### src/design/ptd_pkg.sv
// Package for the programmable timer with divider.
// Holds the shared constants, the state record and the period mask lookup.
// No dependencies.
package ptd_pkg;

  // Cycles per divider step
  localparam int unsigned DIV_PERIOD = 256;

  // Divider accumulator width: at or above 256 it stays below DIV_PERIOD + 256,
  // below that it can climb to the 16-bit saturation point.
  localparam int unsigned DIV_ACC_W = (DIV_PERIOD >= 256) ? $clog2(DIV_PERIOD + 256) : 16;

  localparam int unsigned CNT_W      = 8;
  localparam int unsigned TMR_ACC_W  = 11;
  localparam int unsigned CTRL_W     = 3;
  localparam int unsigned CFG_IDX_W  = 1;
  localparam int unsigned CFG_DATA_W = 8;

  localparam logic [CFG_IDX_W-1:0] REG_TIMER_CONTROL = 1'd0;
  localparam logic [CFG_IDX_W-1:0] REG_RELOAD_VALUE  = 1'd1;

  localparam logic REQ_TICK  = 1'b0;
  localparam logic REQ_CLEAR = 1'b1;

  localparam logic [1:0] SEL_1024 = 2'd0;
  localparam logic [1:0] SEL_16   = 2'd1;
  localparam logic [1:0] SEL_64   = 2'd2;
  localparam logic [1:0] SEL_256  = 2'd3;

  localparam int unsigned CTRL_EN_BIT = 2;

  typedef struct packed {
    logic [CNT_W-1:0]     divider_count;
    logic [DIV_ACC_W-1:0] divider_accum;
    logic [CNT_W-1:0]     timer_count;
    logic [TMR_ACC_W-1:0] timer_accum;
  } ptd_state_t;

  // Period minus one; every period is a power of two
  function automatic logic [TMR_ACC_W-1:0] period_mask(input logic [1:0] sel);
    logic [TMR_ACC_W-1:0] m;
    unique case (sel)
      SEL_1024: m = TMR_ACC_W'(1023);
      SEL_16:   m = TMR_ACC_W'(15);
      SEL_64:   m = TMR_ACC_W'(63);
      SEL_256:  m = TMR_ACC_W'(255);
      default:  m = TMR_ACC_W'(1023);
    endcase
    return m;
  endfunction

endpackage

### src/design/programmable_timer_with_divider.sv
// Top level of the programmable timer with divider.
// Depends on ptd_pkg and ptd_step.
//
// Each transfer is a tick carrying an elapsed count or a divider clear, and yields one
// result: divider counter, timer counter and a one-shot overflow flag. The update is
// one pass of adds and power-of-two masks between the state registers and the output
// register, so one item is accepted per cycle and its result appears the next cycle;
// the output register frees itself on the same edge it is taken, so a stalled consumer
// only blocks input while its result is still held. Registers are written through the
// cfg port at any time (index 0: timer control, index 1: reload value); unknown
// indices are ignored.
module programmable_timer_with_divider (
  input  logic                              clk,
  input  logic                              rst_n,
  input  logic                              in_valid,
  output logic                              in_ready,
  input  logic                              in_req_type,
  input  logic [7:0]                        in_elapsed_cycles,
  output logic                              out_valid,
  input  logic                              out_ready,
  output logic [7:0]                        out_divider_value,
  output logic [7:0]                        out_timer_value,
  output logic                              out_timer_interrupt,
  input  logic                              cfg_we,
  input  logic [ptd_pkg::CFG_IDX_W-1:0]     cfg_index,
  input  logic [ptd_pkg::CFG_DATA_W-1:0]    cfg_wdata
);

  ptd_pkg::ptd_state_t                state_r, state_nxt;
  logic [ptd_pkg::CTRL_W-1:0]         ctrl_r;
  logic [ptd_pkg::CNT_W-1:0]          reload_r;
  logic                               out_valid_r;
  logic [7:0]                         div_out_r, tmr_out_r;
  logic                               irq_out_r;
  logic                               irq_nxt;
  logic                               in_acc;

  assign in_ready = !out_valid_r || out_ready;
  assign in_acc   = in_valid && in_ready;

  ptd_step u_step (
    .cur      (state_r),
    .ctrl     (ctrl_r),
    .reload   (reload_r),
    .req_type (in_req_type),
    .elapsed  (in_elapsed_cycles),
    .nxt      (state_nxt),
    .irq      (irq_nxt)
  );

  always_ff @(posedge clk) begin
    if (!rst_n) begin
      state_r     <= '0;
      ctrl_r      <= '0;
      reload_r    <= '0;
      out_valid_r <= 1'b0;
    end else begin
      if (cfg_we) begin
        unique case (cfg_index)
          ptd_pkg::REG_TIMER_CONTROL: ctrl_r   <= cfg_wdata[ptd_pkg::CTRL_W-1:0];
          ptd_pkg::REG_RELOAD_VALUE:  reload_r <= cfg_wdata[ptd_pkg::CNT_W-1:0];
          default: ;
        endcase
      end
      if (in_acc) begin
        state_r     <= state_nxt;
        out_valid_r <= 1'b1;
      end else if (out_ready) begin
        out_valid_r <= 1'b0;
      end
    end
  end

  // result payload, no reset needed
  always_ff @(posedge clk) begin
    if (in_acc) begin
      div_out_r <= state_nxt.divider_count;
      tmr_out_r <= state_nxt.timer_count;
      irq_out_r <= irq_nxt;
    end
  end

  assign out_valid           = out_valid_r;
  assign out_divider_value   = div_out_r;
  assign out_timer_value     = tmr_out_r;
  assign out_timer_interrupt = irq_out_r;

  // clear transfer zeroes the divider and never flags an overflow
  a_clear_result: assert property (@(posedge clk) disable iff (!rst_n)
    in_acc && in_req_type == ptd_pkg::REQ_CLEAR
      |=> out_divider_value == 8'd0 && !out_timer_interrupt)
    else $error("clear transfer gave wrong result");

  // disabled timer holds its count and stays quiet
  a_timer_hold: assert property (@(posedge clk) disable iff (!rst_n)
    in_acc && !ctrl_r[ptd_pkg::CTRL_EN_BIT]
      |=> !out_timer_interrupt && out_timer_value == $past(state_r.timer_count))
    else $error("disabled timer moved");

  // with DIV_PERIOD at least 256, the divider accumulator never holds a full period after a step
  a_div_accum: assert property (@(posedge clk) disable iff (!rst_n)
    ptd_pkg::DIV_PERIOD >= 256
      |-> state_r.divider_accum < ptd_pkg::DIV_ACC_W'(ptd_pkg::DIV_PERIOD))
    else $error("divider accumulator out of range");

endmodule

### src/design/ptd_step.sv
// Next-state logic for one transfer of the timer with divider.
// Pure combinational; depends on ptd_pkg.
module ptd_step (
  input  ptd_pkg::ptd_state_t                cur,
  input  logic [ptd_pkg::CTRL_W-1:0]         ctrl,
  input  logic [ptd_pkg::CNT_W-1:0]          reload,
  input  logic                               req_type,
  input  logic [7:0]                         elapsed,
  output ptd_pkg::ptd_state_t                nxt,
  output logic                               irq
);

  logic [ptd_pkg::DIV_ACC_W:0]     div_sum;
  logic [ptd_pkg::DIV_ACC_W-1:0]   div_sat;
  logic [ptd_pkg::TMR_ACC_W-1:0]   tmr_sum;
  logic [ptd_pkg::TMR_ACC_W-1:0]   tmr_mask;
  logic [ptd_pkg::CNT_W-1:0]       tmr_inc;

  always_comb begin
    nxt      = cur;
    irq      = 1'b0;
    div_sum  = {1'b0, cur.divider_accum} + (ptd_pkg::DIV_ACC_W + 1)'(elapsed);
    // saturate rather than wrap
    div_sat  = div_sum[ptd_pkg::DIV_ACC_W] ? {ptd_pkg::DIV_ACC_W{1'b1}}
                                            : div_sum[ptd_pkg::DIV_ACC_W-1:0];
    tmr_sum  = cur.timer_accum + ptd_pkg::TMR_ACC_W'(elapsed);
    tmr_mask = ptd_pkg::period_mask(ctrl[1:0]);
    tmr_inc  = cur.timer_count + ptd_pkg::CNT_W'(1);

    if (req_type == ptd_pkg::REQ_CLEAR) begin
      nxt.divider_count = '0;
    end else begin
      nxt.divider_accum = div_sat;
      if (div_sat >= ptd_pkg::DIV_ACC_W'(ptd_pkg::DIV_PERIOD)) begin
        nxt.divider_count = cur.divider_count + ptd_pkg::CNT_W'(1);
        nxt.divider_accum = div_sat - ptd_pkg::DIV_ACC_W'(ptd_pkg::DIV_PERIOD);
      end

      if (ctrl[ptd_pkg::CTRL_EN_BIT]) begin
        nxt.timer_accum = tmr_sum;
        // any bit above the mask means sum >= period
        if ((tmr_sum & ~tmr_mask) != '0) begin
          nxt.timer_accum = tmr_sum & tmr_mask;
          nxt.timer_count = tmr_inc;
          if (tmr_inc == '0) begin
            nxt.timer_count = reload;
            irq             = 1'b1;
          end
        end
      end
    end
  end

endmodule

### config.mk
export PLATFORM = sky130hd
export DESIGN_NAME = programmable_timer_with_divider
export DESIGN_NICKNAME = d
export VERILOG_FILES = /design/src/design/ptd_pkg.sv /design/src/design/programmable_timer_with_divider.sv /design/src/design/ptd_step.sv
export SDC_FILE = /design/constraint.sdc
export NUM_CORES = 1
export LEC_CHECK = 0
export BUFFER_PORTS_ARGS = -buffer_cell sky130_fd_sc_hd__buf_2
export CAP_MARGIN = 5
export CELL_PAD_IN_SITES_DETAIL_PLACEMENT = 0
export CELL_PAD_IN_SITES_GLOBAL_PLACEMENT = 1
export CORE_MARGIN = 5
export CORE_UTILIZATION = 37
export DETAILED_ROUTE_END_ITERATION = 16
export GPL_TIMING_DRIVEN = 0
export PLACE_DENSITY = 0.68
export SLEW_MARGIN = 30
export SYNTH_ARGS = -nofsm -noshare
export SYNTH_HDL_FRONTEND = slang
export SYNTH_HIERARCHICAL = 1
export SYNTH_SLANG_ARGS = --single-unit
### constraint.sdc
create_clock -name clk -period 8.53 [get_ports clk]
set_input_delay 0.4265 -clock clk [delete_from_list [all_inputs] [get_ports clk]]
set_output_delay 0.4265 -clock clk [all_outputs]
set_load 0.1 [all_outputs]
==> out/metrics.csv <==
stage;metric;value;unit
die;Starting Density;0.377;
yosys;Synth Register Bits;65;
routing;drt via density;5.26;
worst_setup_path;CP required;8.79;ns
clocking;CTS root buffer;clkbuf_16;
yosys;synth top area cells;dfxtp_1 22%, edfxtp_1 12%, mux2i_1 9.8%, nand2_1 9.6%, ha_1 5.8%;
worst_setup_path;arrival time at the worst endpoint;3.55;ns
yosys;leading area contributor after synthesis;dfxtp_1;
cells_and_area;Final Cell Area;4960;um^2
routing;ANT nets after route;0;
run;max-cap violation count;0;
cells_and_area;antenna cells;0;
cells_and_area;Area Growth Syn to Fin;15.7;%
yosys;sequential fraction of the synthesis area;0.343;
yosys;post-synthesis xor/xnor area fraction;0.0184;
die;Die H;118;um
pwr;maximum VDD drop;0.000108;V
timing;maximum clock rate;304;MHz
timing;RSZ-0062 raised after global routing;no;
clocking;H-tree levels;3;
yosys;Syn Area/Cell;8.61;um^2
clocking;Resized Gates After CTS;0;
worst_setup_path;worst reg2reg path depth;13;
global_route;largest net degree at the start of global routing;27;
worst_setup_path;CP Class;register to register;
yosys;Synth Area in Adders;0.0677;
place;routability cong.;0.826;
worst_setup_path;CP endpoint kind;register;
global_route;vias in the first global route;3609;
cells_and_area;fraction of layout cells with a size suffix above 1;0.147;
min_path;hold endpoint;out_valid;
timing;minimum clock period after layout;3.29;ns
place;HPWL after DPL;8120;um
place;dpl cell area;4650;um^2
yosys;Post-Syn Instances;498;
timing;TNS Setup;0;ns
die;number of top-level pins;42;
timing;final setup violation count;0;
global_route;total gr overflow;0;
routing;initial DRC count;216;
routing;WL final;11000;um
timing;Final Skew;0.00693;ns
yosys;post-synth design cell area;4290;um^2
outcome;status;finished clean;
clocking;Reg clk slew, reported paths;0.06;ns
yosys;Synth cell types;66;
clocking;TritonCTS buffer count;9;
clocking;CTS sink count;65;
yosys;Synth top cells by count;110 x nand2_1, 48 x dfxtp_1, 42 x mux2i_1;
place;Port Buffers;37;
timing;final worst path period share;0.386;
cells_and_area;nets;591;
pwr;LEAKAGE;0.00194;uW
yosys;most common cell in the netlist;nand2_1;
yosys;Synth top area share;0.224;
global_route;GRT Util Overall;0.162;
timing;Rel. slew slack;0.560;
clocking;cts hold-fix bufs;0;
clocking;CTS Buffer Depth;2;
yosys;Synth Area in Compound Gates;0.179;
die;Rows;39;
worst_setup_path;Reg2Reg Setup Slack;5.24;ns
pwr;Power Density;170;nW/um^2
yosys;post-synth net total;543;
worst_setup_path;CP Launch Point;state_r[0];
worst_setup_path;reg2reg start;state_r[0];
worst_setup_path;crit start category;register;
die;Die W;118;um
clocking;setup bufs post-CTS;0;
min_path;min-delay src;in_valid;
timing;Worst Max-Slew Pin Slew;0.660;ns
clocking;CTS tree;yes;
yosys;yosys synthesis warning count;6;
timing;final hold viol count;0;
yosys;Post-Synth Simple-Gate Area;0.225;
clocking;Clk Latency, worst-skew pair;0.33;ns
min_path;Hold Crit Depth;3;
die;core outline area;11400;um^2
worst_setup_path;RR Endpoint;state_r[12];
routing;drt drc;0;
routing;Initial DRT Pass Iterations;4;
cells_and_area;FILL cells;1120;
yosys;multiplexer share of the synthesized area;0.109;
yosys;ys flop type;dfxtp_1;
routing;Routed WL per cell;15.8;um
timing;Pins Over Slew Limit;0;
yosys;Post-synth EDFFs;17;
min_path;Min-Delay Path Class;input port to register;
routing;via count;3652;
yosys;main combinational cell family by area after synthesis;simple AND/OR/NAND/NOR gates;
global_route;initial antenna violation count;0;
yosys;ys async rst share;0;
worst_setup_path;Max Fanout on Critical Path;10;
die;total die area;13800;um^2
pwr;PnR Total Power;842;uW
global_route;first-pass GRT wire length;18600;um
-- power breakdown --
group | switching, uW | internal (uW) | leakage, uW | total, uW
sequential | 5.25 | 326 | 0.000561 | 331
combinational | 91.3 | 44.3 | 0.00123 | 136
clock | 143 | 232 | 0.000148 | 375
-- cell usage in the layout, fill, tap and decap left out, types with 4 or more instances in the layout --
cell,netlist,layout
clkbuf_1,17,17
nand2_1,110,110
a21oi_1,30,30
nor2b_1,8,8
edfxtp_1,17,17
a31oi_1,6,6
nor2_1,18,18
inv_1,14,14
a21boi_0,9,9
nand2b_1,7,7
a211oi_1,4,4
nand3_1,18,18
buf_12,4,4
dfxtp_1,48,48
o21a_1,4,4
o21ai_1,6,6
or3_1,5,5
o21ai_0,14,14
nor3_1,9,9
o211ai_1,5,5
ha_1,20,20
mux2i_1,42,42
clkbuf_16,0,11
xor2_1,6,6
nand4_1,4,4
and2_1,7,7
buf_2,4,41
-- per-layer routing --
layer	GRT usage	up-vias	part of all wire
met2	0.252	72	0.45
met4	0.0573	0	0.012
met3	0.0341	11	0.045
met5	0	-	0
li1	-	1880	-
met1	0.223	1689	0.49
-- flip-flops by register name, indices dropped and copies added, names as in the netlist --
name	flops
out_timer_value	8
out_valid	1
reload_r	8
state_r	36
out_timer_interrupt	1
ctrl_r	3
out_divider_value	8
-- cell type report --
| class | count | area (um^2) | share of cell area |
|---|---|---|---|
| Buffer | 28 | 194 | 0.0391 |
| Multi-Input combinational cell | 391 | 2570 | 0.518 |
| Clock buffer | 11 | 275 | 0.0555 |
| Timing Repair Buffer | 37 | 185 | 0.0373 |
| Clock inverter | 5 | 33.8 | 0.00681 |
| Sequential cell | 65 | 1470 | 0.297 |
| Inverter | 14 | 52.6 | 0.0106 |
| Tap cell | 143 | 179 | 0.0361 |
-- cell families (layout without fill, tap and decap cells) --
| group | Yosys count | count (layout) |
|---|---|---|
| AOI/OAI and AO/OA | 108 | 108 |
| xor gates and xnor gates | 9 | 9 |
| DFF | 65 | 65 |
| and+or+nand+nor | 206 | 206 |
| adders and majority gates | 22 | 22 |
| muxes | 46 | 46 |
| buffers and inverters | 42 | 95 |
-- metrics by stage --
step	utilization	setup slack [ns]	instances	hold WS, ns
5_1_grt	0.436	4.97	694	0.364
2_1_floorplan	-	5.49	498	0.434
4_1_cts	0.436	5.21	694	0.348
3_3_place_gp	0.409	5.03	678	0.447
3_5_place_dp	0.409	5.01	678	0.466
6_report	0.436	5.24	694	0.357
-- worst max-delay path, stage by stage (launching register included) --
cell and delay (ns):
dfxtp_1 0.32, ha_1 0.24, fa_1 0.48, a211oi_4 0.40, nor2_2 0.10, and4_1 0.20
a221o_1 0.33, o221ai_2 0.25, and2b_4 0.24, buf_6 0.16, nor2_1 0.05, a21oi_1 0.22
nand2_1 0.08, mux2i_1 0.14
-- how the worst max path moves through the flow --
stage                          to  slack, ns  depth (start not counted)
6_report              state_r[12]       5.24                         13
5_1_grt               state_r[15]       4.97                         13
4_1_cts               state_r[15]       5.21                         13
3_5_place_dp          state_r[15]       5.01                         14
3_3_place_gp          state_r[12]       5.03                         14
2_1_floorplan  out_timer_value[2]       5.49                         10
No activity file was read; power rests on OpenSTA's default activity.
